[src/sv/pufl_pkg.sv]
// shared types, constants and filter codes for the png scanline unfilter
`timescale 1ns / 1ps

package pufl_pkg;

  // field and register widths
  localparam int BYTE_W     = 8;
  localparam int ROW_LEN_W  = 13;
  localparam int BPP_W      = 3;
  localparam int CFG_DATA_W = 32;
  localparam int CFG_ADDR_W = 3;

  // default storage sizes
  localparam int MAX_ROW_BYTES_DEF   = 4096;
  localparam int MAX_PIXEL_BYTES_DEF = 4;

  // register indexes
  localparam logic REG_ROW_LENGTH      = 1'b0;
  localparam logic REG_BYTES_PER_PIXEL = 1'b1;

  // reset values of the registers
  localparam logic [ROW_LEN_W-1:0] ROW_LENGTH_RST      = ROW_LEN_W'(1);
  localparam logic [BPP_W-1:0]     BYTES_PER_PIXEL_RST = BPP_W'(1);

  // filter type codes
  localparam logic [BYTE_W-1:0] FILT_NONE    = 8'd0;
  localparam logic [BYTE_W-1:0] FILT_SUB     = 8'd1;
  localparam logic [BYTE_W-1:0] FILT_UP      = 8'd2;
  localparam logic [BYTE_W-1:0] FILT_AVERAGE = 8'd3;
  localparam logic [BYTE_W-1:0] FILT_PAETH   = 8'd4;

  // input request payload
  typedef struct packed {
    logic [BYTE_W-1:0] raw_byte;
    logic              image_start;
  } in_item_t;

  // result payload
  typedef struct packed {
    logic [BYTE_W-1:0] pixel_byte;
    logic              row_end;
  } out_item_t;

  // one data byte handed from the sequencer to the reconstruction stage
  typedef struct packed {
    logic [BYTE_W-1:0] raw_byte;
    logic [BYTE_W-1:0] filter;
    logic              first_row;
    logic              row_end;
  } recon_req_t;

endpackage

[src/sv/pufl_seq.sv]
// row sequencer: configuration registers, filter byte capture and column tracking
`timescale 1ns / 1ps

module pufl_seq #(
  parameter int MAX_ROW_BYTES   = pufl_pkg::MAX_ROW_BYTES_DEF,
  parameter int MAX_PIXEL_BYTES = pufl_pkg::MAX_PIXEL_BYTES_DEF,
  parameter int AW              = $clog2(MAX_ROW_BYTES),
  parameter int HW              = (MAX_PIXEL_BYTES > 1) ? $clog2(MAX_PIXEL_BYTES) : 1
) (
  input  logic                            clk,
  input  logic                            rst_n,
  // accepted input request
  input  logic                            in_accept,
  input  pufl_pkg::in_item_t              in_data,
  // configuration port
  input  logic                            psel,
  input  logic                            penable,
  input  logic                            pwrite,
  input  logic [pufl_pkg::CFG_ADDR_W-1:0] paddr,
  input  logic [pufl_pkg::CFG_DATA_W-1:0] pwdata,
  output logic [pufl_pkg::CFG_DATA_W-1:0] prdata,
  // to reconstruction stage and row store
  output logic                            req_valid,
  output pufl_pkg::recon_req_t            req,
  output logic [AW-1:0]                   req_idx,
  output logic                            clear_hist,
  output logic [HW-1:0]                   hist_sel
);

  localparam int CW  = pufl_pkg::ROW_LEN_W;
  localparam int LWM = $clog2(MAX_ROW_BYTES + 1);
  localparam int LW  = (LWM > CW + 1) ? LWM : CW + 1;
  localparam int PW  = $clog2(MAX_PIXEL_BYTES + 1);
  localparam int QW  = (PW > pufl_pkg::BPP_W) ? PW : pufl_pkg::BPP_W;

  logic [CW-1:0]                   row_length_r, row_length_nxt;
  logic [pufl_pkg::BPP_W-1:0]      bpp_r, bpp_nxt;
  logic [CW-1:0]                   column_r, column_nxt;
  logic [pufl_pkg::BYTE_W-1:0]     filter_r, filter_nxt;
  logic                            expect_r, expect_nxt;
  logic                            first_row_r, first_row_nxt;

  logic                            cfg_wr;
  logic                            cfg_idx;
  logic [LW-1:0]                   len_raw;
  logic [LW-1:0]                   len_eff;
  logic [LW-1:0]                   col_inc;
  logic [QW-1:0]                   bpp_raw;
  logic [QW-1:0]                   bpp_eff;
  logic [QW-1:0]                   bpp_dec;
  logic [AW+CW-1:0]                idx_ext;
  logic                            is_filter;
  logic                            last;

  // register write decode
  assign cfg_wr  = psel && penable && pwrite;
  assign cfg_idx = paddr[2];

  always_comb begin
    row_length_nxt = row_length_r;
    bpp_nxt        = bpp_r;
    if (cfg_wr) begin
      unique case (cfg_idx)
        pufl_pkg::REG_ROW_LENGTH:      row_length_nxt = pwdata[CW-1:0];
        pufl_pkg::REG_BYTES_PER_PIXEL: bpp_nxt        = pwdata[pufl_pkg::BPP_W-1:0];
        default: ;
      endcase
    end
  end

  // register read mux
  always_comb begin
    prdata = '0;
    unique case (cfg_idx)
      pufl_pkg::REG_ROW_LENGTH:      prdata = pufl_pkg::CFG_DATA_W'(row_length_r);
      pufl_pkg::REG_BYTES_PER_PIXEL: prdata = pufl_pkg::CFG_DATA_W'(bpp_r);
      default:                       prdata = '0;
    endcase
  end

  // effective row length: zero means one, saturate at the row store depth
  assign len_raw = LW'(row_length_r);
  always_comb begin
    if (len_raw == '0) begin
      len_eff = LW'(1);
    end else if (len_raw > LW'(MAX_ROW_BYTES)) begin
      len_eff = LW'(MAX_ROW_BYTES);
    end else begin
      len_eff = len_raw;
    end
  end

  // effective left distance: zero means one, saturate at the history depth
  assign bpp_raw = QW'(bpp_r);
  always_comb begin
    if (bpp_raw == '0) begin
      bpp_eff = QW'(1);
    end else if (bpp_raw > QW'(MAX_PIXEL_BYTES)) begin
      bpp_eff = QW'(MAX_PIXEL_BYTES);
    end else begin
      bpp_eff = bpp_raw;
    end
  end
  assign bpp_dec  = bpp_eff - QW'(1);
  assign hist_sel = bpp_dec[HW-1:0];

  // row position
  assign is_filter = in_data.image_start || expect_r;
  assign col_inc   = LW'(column_r) + LW'(1);
  assign last      = (col_inc >= len_eff);
  assign idx_ext   = {{AW{1'b0}}, column_r};

  always_comb begin
    column_nxt    = column_r;
    filter_nxt    = filter_r;
    expect_nxt    = expect_r;
    first_row_nxt = first_row_r;
    if (in_accept) begin
      if (is_filter) begin
        filter_nxt = in_data.raw_byte;
        column_nxt = '0;
        expect_nxt = 1'b0;
        if (in_data.image_start) begin
          first_row_nxt = 1'b1;
        end
      end else if (last) begin
        column_nxt    = '0;
        expect_nxt    = 1'b1;
        first_row_nxt = 1'b0;
      end else begin
        column_nxt = col_inc[CW-1:0];
      end
    end
  end

  // data byte request toward the reconstruction stage
  assign req_valid      = in_accept && !is_filter;
  assign clear_hist     = in_accept && is_filter;
  assign req.raw_byte   = in_data.raw_byte;
  assign req.filter     = filter_r;
  assign req.first_row  = first_row_r;
  assign req.row_end    = last;
  assign req_idx        = idx_ext[AW-1:0];

  // state registers
  always_ff @(posedge clk) begin
    if (!rst_n) begin
      row_length_r <= pufl_pkg::ROW_LENGTH_RST;
      bpp_r        <= pufl_pkg::BYTES_PER_PIXEL_RST;
      column_r     <= '0;
      filter_r     <= '0;
      expect_r     <= 1'b1;
      first_row_r  <= 1'b1;
    end else begin
      row_length_r <= row_length_nxt;
      bpp_r        <= bpp_nxt;
      column_r     <= column_nxt;
      filter_r     <= filter_nxt;
      expect_r     <= expect_nxt;
      first_row_r  <= first_row_nxt;
    end
  end

endmodule

[config.mk]
export PLATFORM = sky130hd
export DESIGN_NAME = pufl_seq
export DESIGN_NICKNAME = d
export VERILOG_FILES = /design/src/sv/pufl_pkg.sv /design/src/sv/pufl_seq.sv
export SDC_FILE = /design/constraint.sdc
export NUM_CORES = 1
export LEC_CHECK = 0
export ABC_CLOCK_PERIOD_IN_PS = 3800
export BUFFER_PORTS_ARGS = -buffer_cell sky130_fd_sc_hd__clkbuf_2
export CORE_MARGIN = 5
export CORE_UTILIZATION = 47
export DETAILED_ROUTE_END_ITERATION = 10
export HOLD_SLACK_MARGIN = 0.12
export PLACE_DENSITY = 0.81
export SYNTH_ARGS = -nofsm -noshare
export SYNTH_HDL_FRONTEND = slang
export SYNTH_SLANG_ARGS = --single-unit
[constraint.sdc]
create_clock -name clk -period 3.8 [get_ports clk]
set_clock_uncertainty 0.15 [all_clocks]
set_input_delay 0.76 -clock clk [delete_from_list [all_inputs] [get_ports clk]]
set_output_delay 0.76 -clock clk [all_outputs]
set_load 0.02 [all_outputs]
==> flow_summary_export.csv, run 1 <==
group,metric,value,unit
drt,dr.first_iter.drc_count,86,
pwr,clkPwrFrac,42.0,%
clock_network,clkLatencyLatePin,290,ps
clock_network,numClockSinks,39,
worst_setup_path,crit_chain,"ha_4 > nand4_1 > nor3_2 > and3_1 > xor2_1 > ha_1 > nand3_2 > o221a_2 > and2_2 > nand3_1 > buf_2",
pwr,switching_share,24.6,%
pwr,p_total,0.000970,W
yosys,avgSynthCellArea,8.49,sq um
sta,setup_slack,132,ps
worst_setup_path,critical_path_class,"reg -> out",
floorplanning,dieArea,6830,sq um
clock_network,clock_path_buffers,2,
worst_setup_path,slowest_stage,"dfxtp_2",
final_layout,syn2layout_area_growth,15.7,%
final_layout,layout_common_cells,"clkbuf_2 (74), nand2_1 (44), dfxtp_1 (37)",
placement,port_buffers,75,
worst_setup_path,slowest_delay,410,ps
final_layout,fin_nets,409,
final_layout,fillerInstances,483,
drt,num_vias,2062,
floorplanning,core-area,5110,sq um
placement,post_dp_cell_area,2660,sq um
global_route,grt_max_degree,29,
yosys,synth_area_leader_cell,"dfxtp_1",
drt,drt_first_pass_iters,4,
final_layout,final_common_cell,"clkbuf_2",
sta,max_freq,273,MHz
sta,drv_slew,0,
clock_network,cts.clk_slew.worst_paths,80,ps
yosys,yosys_register_bits,39,
drt,ant_nets,0,
global_route,antenna_found_initial,0,
clock_network,numCtsBuffers,5,
placement,gp_congestion,0.832,
worst_setup_path,worstPathRequired,2890,ps
yosys,synth_top_family_by_area,"simple AND/OR/NAND/NOR gates",
clock_network,tritoncts,"yes",
yosys,ys_async_sr_fraction,0,%
yosys,synth_seq_area_share,31.5,%
final_layout,drive_above_1_share,31.8,%
pwr,ir_drop,0.000251,V
run,max_cap_violations,0,
sta,slew_headroom,40.4,%
outcome,status,"completed",
pwr,p_per_area,338,nW/um^2
global_route,met2_usage,28.4,%
global_route,grt.total_usage,16.4,%
drt,wl_per_cell,13.7,microns
floorplanning,fp.dieH,82.6,microns
pwr,internal-power,0.000732,W
floorplanning,dieWidth,82.6,microns
yosys,synth_edf_count,0,
global_route,use_met3,4.56,%
yosys,netlist_instances,292,
placement,place_ws,155,ps
placement,dp_hpwl,4350,microns
global_route,top_usage_layer,"met2",
yosys,synth_xor_xnor_area_share,3.89,%
sta,setup_viol,0,
drt,wl,5710,microns
worst_setup_path,worstPathMaxFanout,5,
yosys,synth-compound-area-share,13.1,%
pwr,p_seq_share,44.0,%
drt,viasPerCell,4.96,
yosys,synth_cell_types,41,
yosys,netlist.area_leader.share,31.5,%
pwr,p_switching,0.000239,W
floorplanning,ios,116,
floorplanning,floorplan.initialDensity,48.5,%
floorplanning,num_rows,26,
final_layout,fin_util,56.2,%
global_route,grt-ovfl-total,0,
yosys,yosys_most_used_dff,"dfxtp_1",
sta,fin_crit,3670,ps
yosys,yosys-mux-area-fraction,6.21,%
hold_path,hp-class,"reg -> reg",
worst_setup_path,crit_arrival,2760,ps
pwr,p_leak,1.36,nW
pwr,combPwrFrac,14.0,%
worst_setup_path,worst_setup_path_end_kind,"output pin",
yosys,yosysWarnings,0,
yosys,synthSimpleGateAreaFrac,21.7,%
sta,hold_violations,0,
sta,worstMarginPinSlew,893,ps
global_route,grtUsageMet1,19.8,%
sta,fin_crit_sh,96.5,%
global_route,grt_pass1_wl,8680,microns
drt,drc_errors,0,
yosys,ys_top_cells_by_area,"dfxtp_1 (31%), buf_4 (12%), ha_1 (7.1%)",
yosys,syn-cell-area,2480,sq um
final_layout,antenna_cells,0,
global_route,grt_pass1_vias,1900,
worst_setup_path,start_kind,"register",
final_layout,final_area,2870,sq um
clock_network,root_buffer,"clkbuf_8",
yosys,synthAdderAreaFrac,7.07,%
clock_network,htree_levels,2,
power by group through the flow:
stage               Clock [W]  Combinational, W  Sequential, W
global placement            0          0.000129       0.000435
global route         0.000429          0.000149       0.000428
detailed placement          0          0.000132       0.000436
floorplan                   0          0.000108       0.000441
CTS                  0.000413          0.000135       0.000426
finish               0.000408          0.000136       0.000427
synthesized netlist by cell type (all sizes together) (3+ instances only):
library cell / count
mux2i: 12
nor2: 11
buf: 44
nand4: 8
a21oi: 4
clkbuf: 9
xor2: 6
ha: 14
xnor2: 5
o21ai: 4
nand3: 12
nand2: 44
a21boi: 12
a22o: 11
dfxtp: 39
a21o: 3
nor2b: 20
inv: 10
mux2: 3
stage by stage:
| step | TNS (ps) | cells | hold WS (ps) |
|---|---|---|---|
| 6_report | 0 | 416 | 345 |
| 2_1_floorplan | 0 | 310 | 307 |
| 5_1_grt | -2.90 | 416 | 377 |
| 4_1_cts | 0 | 414 | 346 |
| 3_5_place_dp | 0 | 405 | 335 |
| 3_3_place_gp | 0 | 405 | 320 |
layer usage:
metal | share of wire [%] | vias up
met5 | 0 | -
met4 | 1.8 | 0
met3 | 6.0 | 11
met2 | 50 | 66
met1 | 42 | 944
li1 | - | 1041
final cells by class:
class | instances | area [sq um] | area share [%]
clock inverter | 2 | 60.1 | 2.09
clock buffer | 6 | 72.6 | 2.53
timing repair buffer | 81 | 420 | 14.7
inverter | 10 | 37.5 | 1.31
sequential | 39 | 783 | 27.3
multi-input combinational | 208 | 1410 | 49.1
tap | 70 | 87.6 | 3.05
repair_timing:
| item | in CTS | in global routing |
|---|---|---|
| hold buffers | 0 | 0 |
| setup buffers | 1 | 2 |
| pin swaps | 1 | 3 |
| resized for setup | 2 | 11 |
| endpoints found under the hold margin | 0 | 0 |
| setup endpoints to repair | 1 | 1 |
final timing paths:
check | slack (ps) | from | cells after the start | end
worst max-delay path | 130 | column_r[1] | 11 | req[0]
worst min register to register | 340 | row_length_r[12] | 2 | row_length_r[12]
worst min-delay path | 340 | row_length_r[12] | 2 | row_length_r[12]
worst max register to register | 870 | column_r[1] | 12 | column_r[1]
registers in the layout, summed over array words and instances, names as in the netlist:
signal,cells
column_r,13
row_length_r,13
filter_r,8
bpp_r,3
expect_r,1
first_row_r,1
kinds of logic after synthesis:
group                    Yosys count
XOR/XNOR                          11
other                              1
adder cells (fa/ha/maj)           14
multiplexers                      15
AO/OA/AOI/OAI                     42
AND/OR/NAND/NOR                  107
flip-flops                        39
buffers and inverters             63
critical path, delay by kind of cell (launching register included):
| family | cells | cell delay [ps] |
|---|---|---|
| simple gates | 6 | 970 |
| fa+ha+maj | 2 | 470 |
| flops | 1 | 410 |
| compound gates | 1 | 220 |
| xor+xnor | 1 | 210 |
| buf+inv | 1 | 190 |
Power figures use the tool's default switching activity.
==> inputs of run 2 (changes only) <==
Settings changed: CORE_ASPECT_RATIO from default to 1.25.
==> run 2 against run 1 <==
First-iteration DRC count up 51%. Via count up 0.44%. Die area up 0.13%. Wire length down 5.3%. Sequential power about the same. Maximum frequency up 0.34%. Global-route usage down 0.45 points. Cell count down 1.9%. Combinational power up 5%. Clock power down 12%. Count of clock-buffer cells in the layout unchanged.
==> flow_summary_export.csv, run 2 (synthesis gave the netlist of run 1 again) <==
group,metric,value,unit
outcome,status,"completed",
clock_network,cts_hold_buf,0,
final_layout,top_regs,"column_r x13, row_length_r x13, filter_r x8",
final_layout,fin_nets,409,
sta,worstMarginPinSlew,920,ps
floorplanning,core-area,5120,sq um
worst_setup_path,worstPathMaxFanout,5,
clock_network,cts.clk_slew.worst_paths,80,ps
sta,fin_crit,3660,ps
placement,post_dp_cell_area,2660,sq um
sta,fin_crit_sh,96.2,%
final_layout,antenna_cells,0,
sta,max_freq,274,MHz
hold_path,holdPathStages,2,
clock_network,tritoncts,"yes",
global_route,grt.total_usage,15.9,%
run,max_cap_violations,0,
sta,slew_headroom,38.5,%
clock_network,htree_levels,2,
worst_setup_path,critical_path_class,"reg -> out",
sta,drv_slew,0,
hold_path,hp-class,"reg -> reg",
drt,viasPerCell,5.08,
global_route,grt_pass1_vias,2027,
drt,num_vias,2071,
drt,wl_per_cell,13.3,microns
worst_setup_path,start_kind,"register",
floorplanning,floorplan.initialDensity,48.4,%
clock_network,root_buffer,"clkbuf_8",
final_layout,final_common_cell,"clkbuf_2",
pwr,p_per_area,325,nW/um^2
worst_setup_path,rr_worst_depth,12,
floorplanning,dieArea,6840,sq um
drt,ant_nets,0,
global_route,grt_pass1_wl,8740,microns
placement,dp_hpwl,4270,microns
final_layout,final_area,2860,sq um
drt,dr.first_iter.drc_count,130,
sta,hold_violations,0,
clock_network,clkLatencyLatePin,290,ps
clock_network,clock_path_buffers,2,
drt,drc_errors,0,
pwr,ir_drop,0.000233,V
drt,drt_first_pass_iters,4,
final_layout,stdcell_count,408,
placement,port_buffers,75,
final_layout,layout_common_cells,"clkbuf_2 (74), nand2_1 (44), dfxtp_1 (37)",
sta,hold_ws,332,ps
drt,wl,5410,microns
worst_setup_path,crit_arrival,2750,ps
sta,setup_viol,0,
global_route,antenna_found_initial,0,
global_route,grt_max_degree,29,
pwr,p_leak,1.35,nW
final_layout,syn2layout_area_growth,15.3,%
final_layout,drive_above_1_share,32.1,%
placement,gp_congestion,0.780,
floorplanning,num_rows,29,
floorplanning,fp.dieH,91.2,microns
worst_setup_path,r2r_setup_slack,800,ps
final_layout,fillerInstances,485,
placement,dp_cells,398,
final_layout,fin_util,55.9,%
clock_network,numCtsBuffers,5,
floorplanning,dieWidth,75.0,microns
global_route,grt-ovfl-total,0,
worst_setup_path,worstPathRequired,2890,ps
floorplanning,ios,116,
worst_setup_path,worst_setup_path_end_kind,"output pin",
clock_network,numClockSinks,39,
==> run 2: metrics by stage <==
step | total power (W) | setup slack (ps) | TNS [ps]
after floorplan | 0.000549 | 495 | 0
after global placement | 0.000565 | 262 | 0
after detailed placement | 0.000568 | 195 | 0
after CTS | 0.000925 | 19.3 | 0
after global routing | 0.000969 | -2.19 | -2.19
final | 0.000929 | 144 | 0
==> run 2: what timing repair did <==
item | in CTS | in global routing
pin swaps | 1 | 4
endpoints found under the setup margin | 1 | 1
gates resized for setup | 2 | 12
buffers inserted | 0 | 2
==> run 2: cell type report <==
cell class	instances	area, sq um	area share [%]
clock buffer	6	82.6	2.89
clock inverter	2	35.0	1.23
inverter	10	37.5	1.31
multi-input combinational	208	1420	49.7
sequential	39	783	27.4
tap	62	77.6	2.71
timing repair buffer	81	423	14.8
==> run 2: report_power, final <==
| part | leakage (nW) | internal (W) | switching, W | total (W) |
|---|---|---|---|---|
| Combinational | 0.975 | 0.0000552 | 0.0000874 | 0.000143 |
| Sequential | 0.318 | 0.000419 | 0.00000748 | 0.000426 |
| Clock | 0.0612 | 0.000212 | 0.000147 | 0.000360 |
| Total | 1.35 | 0.000687 | 0.000242 | 0.000929 |
==> run 2: layer usage <==
layer	global-route usage, %	up-vias	share of wire (%)
li1	-	1048	-
met4	4.45	0	1.0
met2	26.7	91	50
met5	0	-	0
met1	18.9	925	40
met3	5.52	7	9.6
==> run 2: final timing paths <==
path	start	to
hold / removal	row_length_r[12]	row_length_r[12]
hold reg to reg	row_length_r[12]	row_length_r[12]
setup / recovery	column_r[1]	req[0]
setup reg to reg	column_r[1]	column_r[6]
==> run 2: critical path, cell delays in order (launching register included) <==
cell and delay (ps):
dfxtp_2 390, ha_4 170, nand4_1 170, nor3_2 300, and3_4 230, xor2_2 150, ha_1 270, nand3_2 110
o221a_2 220, and2_2 150, nand3_1 100, buf_4 190
