**src/sv/pufl_pkg.sv**
```systemverilog
// shared types, constants and filter codes for the png scanline unfilter
`timescale 1ns / 1ps

package pufl_pkg;

  // field and register widths
  localparam int BYTE_W     = 8;
  localparam int ROW_LEN_W  = 13;
  localparam int BPP_W      = 3;
  localparam int CFG_DATA_W = 32;
  localparam int CFG_ADDR_W = 3;

  // default storage sizes
  localparam int MAX_ROW_BYTES_DEF   = 4096;
  localparam int MAX_PIXEL_BYTES_DEF = 4;

  // register indexes
  localparam logic REG_ROW_LENGTH      = 1'b0;
  localparam logic REG_BYTES_PER_PIXEL = 1'b1;

  // reset values of the registers
  localparam logic [ROW_LEN_W-1:0] ROW_LENGTH_RST      = ROW_LEN_W'(1);
  localparam logic [BPP_W-1:0]     BYTES_PER_PIXEL_RST = BPP_W'(1);

  // filter type codes
  localparam logic [BYTE_W-1:0] FILT_NONE    = 8'd0;
  localparam logic [BYTE_W-1:0] FILT_SUB     = 8'd1;
  localparam logic [BYTE_W-1:0] FILT_UP      = 8'd2;
  localparam logic [BYTE_W-1:0] FILT_AVERAGE = 8'd3;
  localparam logic [BYTE_W-1:0] FILT_PAETH   = 8'd4;

  // input request payload
  typedef struct packed {
    logic [BYTE_W-1:0] raw_byte;
    logic              image_start;
  } in_item_t;

  // result payload
  typedef struct packed {
    logic [BYTE_W-1:0] pixel_byte;
    logic              row_end;
  } out_item_t;

  // one data byte handed from the sequencer to the reconstruction stage
  typedef struct packed {
    logic [BYTE_W-1:0] raw_byte;
    logic [BYTE_W-1:0] filter;
    logic              first_row;
    logic              row_end;
  } recon_req_t;

endpackage

```
**src/sv/pufl_recon.sv**
```systemverilog
// reconstruction stage: neighbor histories, filter arithmetic and result register
`timescale 1ns / 1ps

module pufl_recon #(
  parameter int MAX_PIXEL_BYTES = pufl_pkg::MAX_PIXEL_BYTES_DEF,
  parameter int AW              = 12,
  parameter int HW              = (MAX_PIXEL_BYTES > 1) ? $clog2(MAX_PIXEL_BYTES) : 1
) (
  input  logic                          clk,
  input  logic                          rst_n,
  // from the sequencer
  input  logic                          req_valid,
  input  pufl_pkg::recon_req_t          req,
  input  logic [AW-1:0]                 req_idx,
  input  logic                          clear_hist,
  input  logic [HW-1:0]                 hist_sel,
  output logic                          busy_stall,
  // row store
  input  logic [pufl_pkg::BYTE_W-1:0]   above_byte,
  output logic                          wr_en,
  output logic [AW-1:0]                 wr_addr,
  output logic [pufl_pkg::BYTE_W-1:0]   wr_data,
  // result channel
  output logic                          out_valid,
  input  logic                          out_stall,
  output pufl_pkg::out_item_t           out_data
);

  localparam int BW = pufl_pkg::BYTE_W;

  logic                  s1_valid_r, s1_valid_nxt;
  pufl_pkg::recon_req_t  s1_req_r;
  logic [AW-1:0]         s1_idx_r;
  logic [BW-1:0]         left_hist_r [MAX_PIXEL_BYTES];
  logic [BW-1:0]         ul_hist_r   [MAX_PIXEL_BYTES];
  logic                  out_valid_r, out_valid_nxt;
  pufl_pkg::out_item_t   out_data_r;

  logic                  s1_adv;
  logic [BW-1:0]         a, b, c;
  logic [BW-1:0]         pa, pb;
  logic [BW:0]           ab_sum;
  logic [BW:0]           c2;
  logic [BW:0]           pc;
  logic [BW-1:0]         paeth;
  logic [BW-1:0]         recon;

  // stage handshake
  assign s1_adv     = s1_valid_r && (!out_valid_r || !out_stall);
  assign busy_stall = s1_valid_r && !s1_adv;

  always_comb begin
    s1_valid_nxt = s1_valid_r;
    if (req_valid) begin
      s1_valid_nxt = 1'b1;
    end else if (s1_adv) begin
      s1_valid_nxt = 1'b0;
    end
  end

  // neighbors of the byte in the stage
  assign b = s1_req_r.first_row ? '0 : above_byte;
  assign a = left_hist_r[hist_sel];
  assign c = ul_hist_r[hist_sel];

  // paeth predictor, ties to a then b
  assign ab_sum = {1'b0, a} + {1'b0, b};
  assign c2     = {c, 1'b0};
  assign pa     = (b >= c) ? (b - c) : (c - b);
  assign pb     = (a >= c) ? (a - c) : (c - a);
  assign pc     = (ab_sum >= c2) ? (ab_sum - c2) : (c2 - ab_sum);

  always_comb begin
    if (({1'b0, pa} <= {1'b0, pb}) && ({1'b0, pa} <= pc)) begin
      paeth = a;
    end else if ({1'b0, pb} <= pc) begin
      paeth = b;
    end else begin
      paeth = c;
    end
  end

  // filter select, unknown codes pass through
  always_comb begin
    case (s1_req_r.filter)
      pufl_pkg::FILT_NONE:    recon = s1_req_r.raw_byte;
      pufl_pkg::FILT_SUB:     recon = s1_req_r.raw_byte + a;
      pufl_pkg::FILT_UP:      recon = s1_req_r.raw_byte + b;
      pufl_pkg::FILT_AVERAGE: recon = s1_req_r.raw_byte + ab_sum[BW:1];
      pufl_pkg::FILT_PAETH:   recon = s1_req_r.raw_byte + paeth;
      default:                recon = s1_req_r.raw_byte;
    endcase
  end

  // row store write back
  assign wr_en   = s1_adv;
  assign wr_addr = s1_idx_r;
  assign wr_data = recon;

  // result register handshake
  always_comb begin
    out_valid_nxt = out_valid_r;
    if (s1_adv) begin
      out_valid_nxt = 1'b1;
    end else if (out_valid_r && !out_stall) begin
      out_valid_nxt = 1'b0;
    end
  end

  // control registers and histories
  always_ff @(posedge clk) begin
    if (!rst_n) begin
      s1_valid_r  <= 1'b0;
      out_valid_r <= 1'b0;
      for (int k = 0; k < MAX_PIXEL_BYTES; k++) begin
        left_hist_r[k] <= '0;
        ul_hist_r[k]   <= '0;
      end
    end else begin
      s1_valid_r  <= s1_valid_nxt;
      out_valid_r <= out_valid_nxt;
      if (clear_hist) begin
        for (int k = 0; k < MAX_PIXEL_BYTES; k++) begin
          left_hist_r[k] <= '0;
          ul_hist_r[k]   <= '0;
        end
      end else if (s1_adv) begin
        for (int k = MAX_PIXEL_BYTES - 1; k > 0; k--) begin
          left_hist_r[k] <= left_hist_r[k-1];
          ul_hist_r[k]   <= ul_hist_r[k-1];
        end
        left_hist_r[0] <= recon;
        ul_hist_r[0]   <= b;
      end
    end
  end

  // payload registers
  always_ff @(posedge clk) begin
    if (req_valid) begin
      s1_req_r <= req;
      s1_idx_r <= req_idx;
    end
    if (s1_adv) begin
      out_data_r.pixel_byte <= recon;
      out_data_r.row_end    <= s1_req_r.row_end;
    end
  end

  assign out_valid = out_valid_r;
  assign out_data  = out_data_r;

endmodule

```
**config.mk**
```make
export PLATFORM = sky130hd
export DESIGN_NAME = pufl_recon
export DESIGN_NICKNAME = d
export VERILOG_FILES = /design/src/sv/pufl_pkg.sv /design/src/sv/pufl_recon.sv
export SDC_FILE = /design/constraint.sdc
export NUM_CORES = 1
export LEC_CHECK = 0
export ABC_AREA = 0
export BUFFER_PORTS_ARGS = -buffer_cell sky130_fd_sc_hd__buf_2
export CAP_MARGIN = 20
export CORE_ASPECT_RATIO = 1.5
export CORE_MARGIN = 2
export CORE_UTILIZATION = 50
export DETAILED_ROUTE_END_ITERATION = 8
export PLACE_DENSITY = 0.66
export SETUP_SLACK_MARGIN = 0.5
export SYNTH_ARGS = -nofsm -noshare
export SYNTH_HDL_FRONTEND = slang
export SYNTH_SLANG_ARGS = --single-unit
```
**constraint.sdc**
```tcl
create_clock -name clk -period 14.5 [get_ports clk]
set_clock_uncertainty 0.15 [all_clocks]
set_input_delay 0.725 -clock clk [delete_from_list [all_inputs] [get_ports clk]]
set_output_delay 0.725 -clock clk [all_outputs]
set_load 0.02 [all_outputs]
```
==> results.py, run 1 <==
metrics = {
    "floorplanning": {
        "io_pins": 77,
        "start_util_pct": 51.4,
        "chipHeight_um": 154,
        "die_area_mm2": 0.0160,
        "die-width_um": 104,
        "row_count": 54,
        "core_area_mm2": 0.0146,
    },
    "global_route": {
        "antenna_found_initial": 0,
        "grt_pass1_wl_um": 30300,
        "grt_pass1_vias": 5713,
        "grt_use_total_pct": 24.4,
        "grt_start_max_net_pins": 51,
        "grt_overflow": 0,
    },
    "place": {
        "dpl.hpwl_um": 15400,
        "gp_congestion": 0.924,
        "place_ws_ns": 4.28,
        "io_buffers": 76,
    },
    "detailed_routing": {
        "first_pass_iters": 4,
        "num_vias": 5606,
        "wire_per_inst_um": 19.4,
        "drtIter0Drc": 223,
        "viasPerCell": 5.69,
        "drcViolationCount": 0,
        "wl_um": 19200,
        "antenna_left": 0,
    },
    "sta": {
        "rsz0062_at_grt": "no",
        "worst_slew_pin_slew_ns": 0.875,
        "setup_viol_count_final": 0,
        "fin_crit_ns": 10.25,
        "max_freq_ghz": 0.0975,
        "finalCritPeriodShare_pct": 70.7,
        "setup_ws_ns": 4.25,
        "slew_headroom_pct": 41.7,
        "maxSlewViolCount": 0,
        "fin_tns_setup_ns": 0,
        "hold_viol": 0,
    },
    "power": {
        "seq_power_share_pct": 32.2,
        "p_leak_nw": 3.71,
        "switchingPower_w": 0.000401,
        "combPwrFrac_pct": 44.1,
        "clockPowerShare_pct": 23.7,
        "intPower_w": 0.000690,
        "pwr_density_cell_mw_per_mm2": 130,
        "switching_share_pct": 36.7,
        "peakVddDrop_uv": 114,
    },
    "layout": {
        "antenna_cells": 0,
        "nNetsFinal": 919,
        "drive_gt1_share_pct": 17.2,
        "syn_to_final_growth_pct": 12.0,
    },
    "critical_path": {
        "critPathLaunch": "hist_sel[1]",
        "critical_path.max_stage_delay_ns": 0.65,
        "endpoint_kind": "output pin",
        "worstPathArrival_ns": 9.38,
        "reg2regPathDepth": 37,
        "worstPathRequired_ns": 13.62,
        "worst-path-buf-inv": 5,
        "path_depth": 39,
        "startpoint_type": "primary input",
        "cp_max_fo": 16,
        "crit_top_cell": "a21oi_1",
        "crit_type": "in2out",
        "crit_family": "compound AO/OA/AOI/OAI gates",
        "cp_slowest_cell": "mux4_2",
        "r2r-start": "s1_req_r[1]",
    },
    "yosys": {
        "synth_cells": 715,
        "syn_area_per_cell_um2": 10.5,
        "synth_enable_flop_cells": 87,
        "yosys.area_share.simple_pct": 13.0,
        "synth-main-ff-cell": "edfxtp_1",
        "synth_compound_area_share_pct": 13.5,
        "synth_fp_nets": 850,
        "yosysSeqAreaShare_pct": 39.6,
        "synthArstFlopShare_pct": 0,
        "yosysUniqueCellTypes": 59,
        "synth-seq-cells": 105,
        "synthMuxAreaShare_pct": 9.77,
        "synth-xor-area-share_pct": 3.85,
        "yosysWarnings": 0,
        "synth_adder_area_share_pct": 15.8,
        "synth_area_mm2": 0.00750,
        "synth_top_family_by_area": "adder cells",
    },
    "clock_network": {
        "cts_buffer_depth": 2,
        "clock-root-buffer": "clkbuf_16",
        "clk_pin_slew_worst_paths_ns": 0.07,
        "clkSinkCount": 105,
        "numCtsBuffers": 9,
        "post-cts-setup-buffer-count": 0,
        "clock_latency_ns": 0.34,
        "cts_resized": 0,
        "cts-hold-fix-buffers": 0,
        "ctsHtreeMaxLevel": 3,
        "cts_tree": "done",
    },
    "hold_path": {
        "holdPathStages": 0,
        "hp-class": "reg2reg",
        "min_from": "s1_req_r[0]",
    },
    "run": {
        "cap_violations": 0,
    },
    "status": {
        "status": "finished clean",
    },
}
==> kinds of logic (layout without fill, tap and decap cells) <==
| logic type | count (synthesis) | after routing |
|---|---|---|
| XOR/XNOR | 33 | 33 |
| multiplexers | 51 | 51 |
| adder cells (fa/ha/maj) | 90 | 90 |
| flip-flops | 105 | 105 |
| buffers and inverters | 87 | 161 |
| AO/OA/AOI/OAI | 154 | 154 |
| AND/OR/NAND/NOR | 195 | 195 |
==> power by group through the flow <==
stage	sequential, W	combinational (W)	clock [W]
3_3_place_gp	0.000357	0.000465	0
3_5_place_dp	0.000358	0.000479	0
2_1_floorplan	0.000361	0.000354	0
6_report	0.000351	0.000481	0.000259
5_1_grt	0.000353	0.000537	0.000274
4_1_cts	0.000351	0.000481	0.000263
==> worst paths after layout <==
path | slack, ns | end
worst max-delay path | 4.25 | wr_data[7]
worst max register to register | 5.57 | left_hist_r[0][7]
worst min-delay path | 0.27 | out_data[0]
worst min register to register | 0.27 | out_data[0]
==> per-layer routing <==
layer  routed length (um)  track usage (%)  vias up
met5                    0                0        -
met3                  638             2.59       48
li1                     -                -     2739
met2                 9820             44.0      164
met1                 7410             27.3     2655
met4                 1290             15.3        0
==> Yosys cell counts, types with 16 or more instances <==
library cell	instances	area, um^2
clkbuf_1	20	75.1
mux2i_1	19	190
edfxtp_1	87	2610
nor2_1	37	139
inv_1	63	236
ha_1	82	1030
and3_1	37	231
o21ai_0	25	125
nand2_1	55	206
a21oi_1	58	290
dfxtp_1	18	360
xnor2_1	24	210
mux4_2	16	360
==> worst register-to-register path, delay by kind of cell, from the launching register on <==
kind            cells  cell delay, ns
buf+inv             1            0.29
xor+xnor            2            0.54
compound gates     22            4.15
mux                 4            1.05
flops               1            0.46
simple gates        4            0.77
fa+ha+maj           4            1.34
==> metrics by stage <==
| stage | util [%] | cells | area (um^2) | power (W) | hold slack (ns) |
|---|---|---|---|---|---|
| 5_1_grt | 57.6 | 985 | 8400 | 0.00116 | 0.295 |
| 6_report | 57.6 | 985 | 8400 | 0.00109 | 0.275 |
| 2_1_floorplan | - | 715 | 7500 | 0.000715 | 0.250 |
| 4_1_cts | 57.5 | 984 | 8400 | 0.00110 | 0.273 |
| 3_5_place_dp | 55.3 | 968 | 8070 | 0.000837 | 0.256 |
| 3_3_place_gp | 55.3 | 967 | 8060 | 0.000823 | 0.251 |
==> state kept, by name, indices dropped and copies added (netlist names) <==
register and flops:
s1_req_r 18, ul_hist_r 32, out_data 9, s1_valid_r 1, left_hist_r 32, wr_addr 12, out_valid 1
==> layout make-up <==
class / count / area [um^2]
Fill cell: 1299 / 6190
Multi-Input combinational cell: 523 / 4200
Sequential cell: 105 / 2970
Timing Repair Buffer: 82 / 425
Tap cell: 196 / 245
Inverter: 63 / 236
Clock buffer: 9 / 225
Clock inverter: 7 / 100
==> cell usage in the layout, fill, tap and decap left out, types with 9 or more instances in the layout <==
master / instances
edfxtp_1: 87
ha_1: 82
buf_2: 76
inv_1: 63
a21oi_1: 58
nand2_1: 55
nor2_1: 37
and3_1: 37
o21ai_0: 25
xnor2_1: 24
mux2i_1: 19
dfxtp_1: 18
mux4_2: 16
a21o_1: 15
mux2_2: 15
nand3_1: 14
nand2b_1: 14
a211oi_1: 11
and2_1: 10
xor2_1: 9
clkbuf_16: 9
No activity file was read; power rests on OpenSTA's default activity.
==> inputs of run 2 (changes only) <==
Settings changed: PLACE_DENSITY 0.66 to 0.69.
Clock period 14.5 ns to 9.4 ns, I/O delays scaled along.
==> run 2 against run 1 <==
Worst setup slack lost 3.4 ns; sequential cell count is the same; non-clock buffer count grew 50; sequential power grew 55%; clock-buffer cell count grew 2; global-route usage grew 1.4 points; largest cell class unchanged; die area is the same.
==> results.py, run 2 (same netlist as run 1, synthesis figures left out) <==
metrics = {
    "sta": {
        "setup_viol_count_final": 0,
        "slew_headroom_pct": 41.9,
        "maxSlewViolCount": 0,
        "worst_slew_pin_slew_ns": 0.872,
        "hold_viol": 0,
        "max_freq_ghz": 0.117,
        "fin_tns_setup_ns": 0,
        "fin_crit_ns": 8.53,
        "finalCritPeriodShare_pct": 90.8,
        "rsz0062_at_grt": "no",
    },
    "detailed_routing": {
        "drtIter0Drc": 269,
        "drcViolationCount": 0,
        "first_pass_iters": 5,
        "viasPerCell": 5.84,
        "wl_um": 20700,
        "antenna_left": 0,
        "num_vias": 6043,
        "wire_per_inst_um": 20.0,
    },
    "floorplanning": {
        "die-width_um": 104,
        "chipHeight_um": 154,
        "io_pins": 77,
        "start_util_pct": 51.4,
        "core_area_mm2": 0.0146,
        "die_area_mm2": 0.0160,
        "row_count": 54,
    },
    "layout": {
        "antenna_cells": 0,
        "nNetsFinal": 969,
        "largestRegisters": "left_hist_r: 32 flops, ul_hist_r: 32 flops, s1_req_r: 18 flops",
        "utilization_pct": 61.5,
        "syn_to_final_growth_pct": 19.6,
        "layout_commonest_cell": "edfxtp_1",
        "final_cell_mix": "edfxtp_1 (87), ha_1 (77), buf_2 (74), inv_1 (63), buf_4 (55)",
        "drive_gt1_share_pct": 25.9,
    },
    "power": {
        "p_leak_nw": 3.99,
        "peakVddDrop_uv": 168,
        "total_power_w": 0.00188,
        "pwr_density_cell_mw_per_mm2": 210,
    },
    "global_route": {
        "grt_overflow": 0,
        "grt_start_max_net_pins": 51,
        "antenna_found_initial": 0,
        "grt_pass1_vias": 6172,
        "grt_pass1_wl_um": 32100,
        "grt_use_total_pct": 25.8,
    },
    "clock_network": {
        "clock_latency_ns": 0.35,
        "cts_tree": "done",
        "clock-root-buffer": "clkbuf_16",
        "clkSinkCount": 105,
        "ctsHtreeMaxLevel": 3,
        "numCtsBuffers": 9,
        "cts-hold-fix-buffers": 0,
        "clk_pin_slew_worst_paths_ns": 0.07,
        "cts_buffer_depth": 2,
    },
    "status": {
        "status": "finished clean",
    },
    "critical_path": {
        "crit_type": "reg2out",
        "critical_path.max_stage_delay_ns": 0.53,
        "cp_max_fo": 5,
        "startpoint_type": "flop",
        "endpoint_kind": "output pin",
        "worstPathRequired_ns": 8.78,
        "cp_slowest_cell": "mux4_2",
        "worstPathArrival_ns": 7.91,
    },
    "place": {
        "io_buffers": 76,
        "dpl.hpwl_um": 16200,
        "gp_congestion": 0.953,
    },
    "hold_path": {
        "hp-class": "in2reg",
    },
    "run": {
        "cap_violations": 0,
    },
}
==> run 2: cell count changes in the layout (fill, tap and decap cells not counted), sizes merged <==
cell	delta
buf	+49
bufinv	+1
clkbuf	+3
clkinv	-1
clkinvlp	+1
inv	-3
==> run 2: worst paths after layout <==
path                     startpoint           endpoint  slack [ns]  depth (start not counted)
hold / removal              req[10]       s1_req_r[10]        0.14                          1
setup / recovery  left_hist_r[0][1]         wr_data[7]        0.87                         38
hold reg to reg         s1_req_r[0]        out_data[0]        0.27                          0
setup reg to reg  left_hist_r[0][1]  left_hist_r[0][6]        1.50                         37
==> run 2: per-stage QoR <==
stage,setup slack (ns),cells,area [um^2],hold slack [ns]
floorplan,0.528,715,7510,0.250
global placement,0.540,991,8250,0.253
detailed placement,0.227,991,8250,0.255
CTS,0.509,1013,8670,0.136
global route,0.410,1035,8970,0.129
finish,0.867,1035,8970,0.141
==> run 2: power breakdown <==
group          switching (W)  leakage (nW)  total, W  internal [W]
sequential         0.0000129          1.06  0.000543      0.000530
combinational       0.000508          2.77  0.000916      0.000408
clock               0.000163         0.156  0.000424      0.000261
total               0.000685          3.99   0.00188       0.00120
==> run 2: routing by layer <==
layer	share of wire [%]	global-route usage, %
met4	6.5	15.6
met2	54	48.8
met1	36	26.9
met3	2.8	3.01
met5	0	0
==> run 2: timing repair <==
| action | in CTS | in global routing |
|---|---|---|
| endpoints found under the setup margin | 3 | 6 |
| pin swaps | 1 | 23 |
| gates resized for setup | 10 | 42 |
| buffers inserted | 6 | 22 |
==> run 2: area by class of cell <==
class                      instances  area, um^2
clock buffer                      11         233
fill                            1266        5620
tap                              196         245
inverter                          63         236
sequential                       105        2970
timing repair buffer             132         813
clock inverter                     5         105
multi-input combinational        523        4370
==> run 2: worst max-delay path, delay by kind of cell (launching register included) <==
family / cells / cell delay (ns)
and+or+nand+nor: 3 / 0.35
AOI/OAI and AO/OA: 23 / 3.77
buffers and inverters: 2 / 0.32
xor gates and xnor gates: 3 / 0.57
muxes: 3 / 0.97
adders and majority gates: 4 / 1.16
DFF: 1 / 0.39
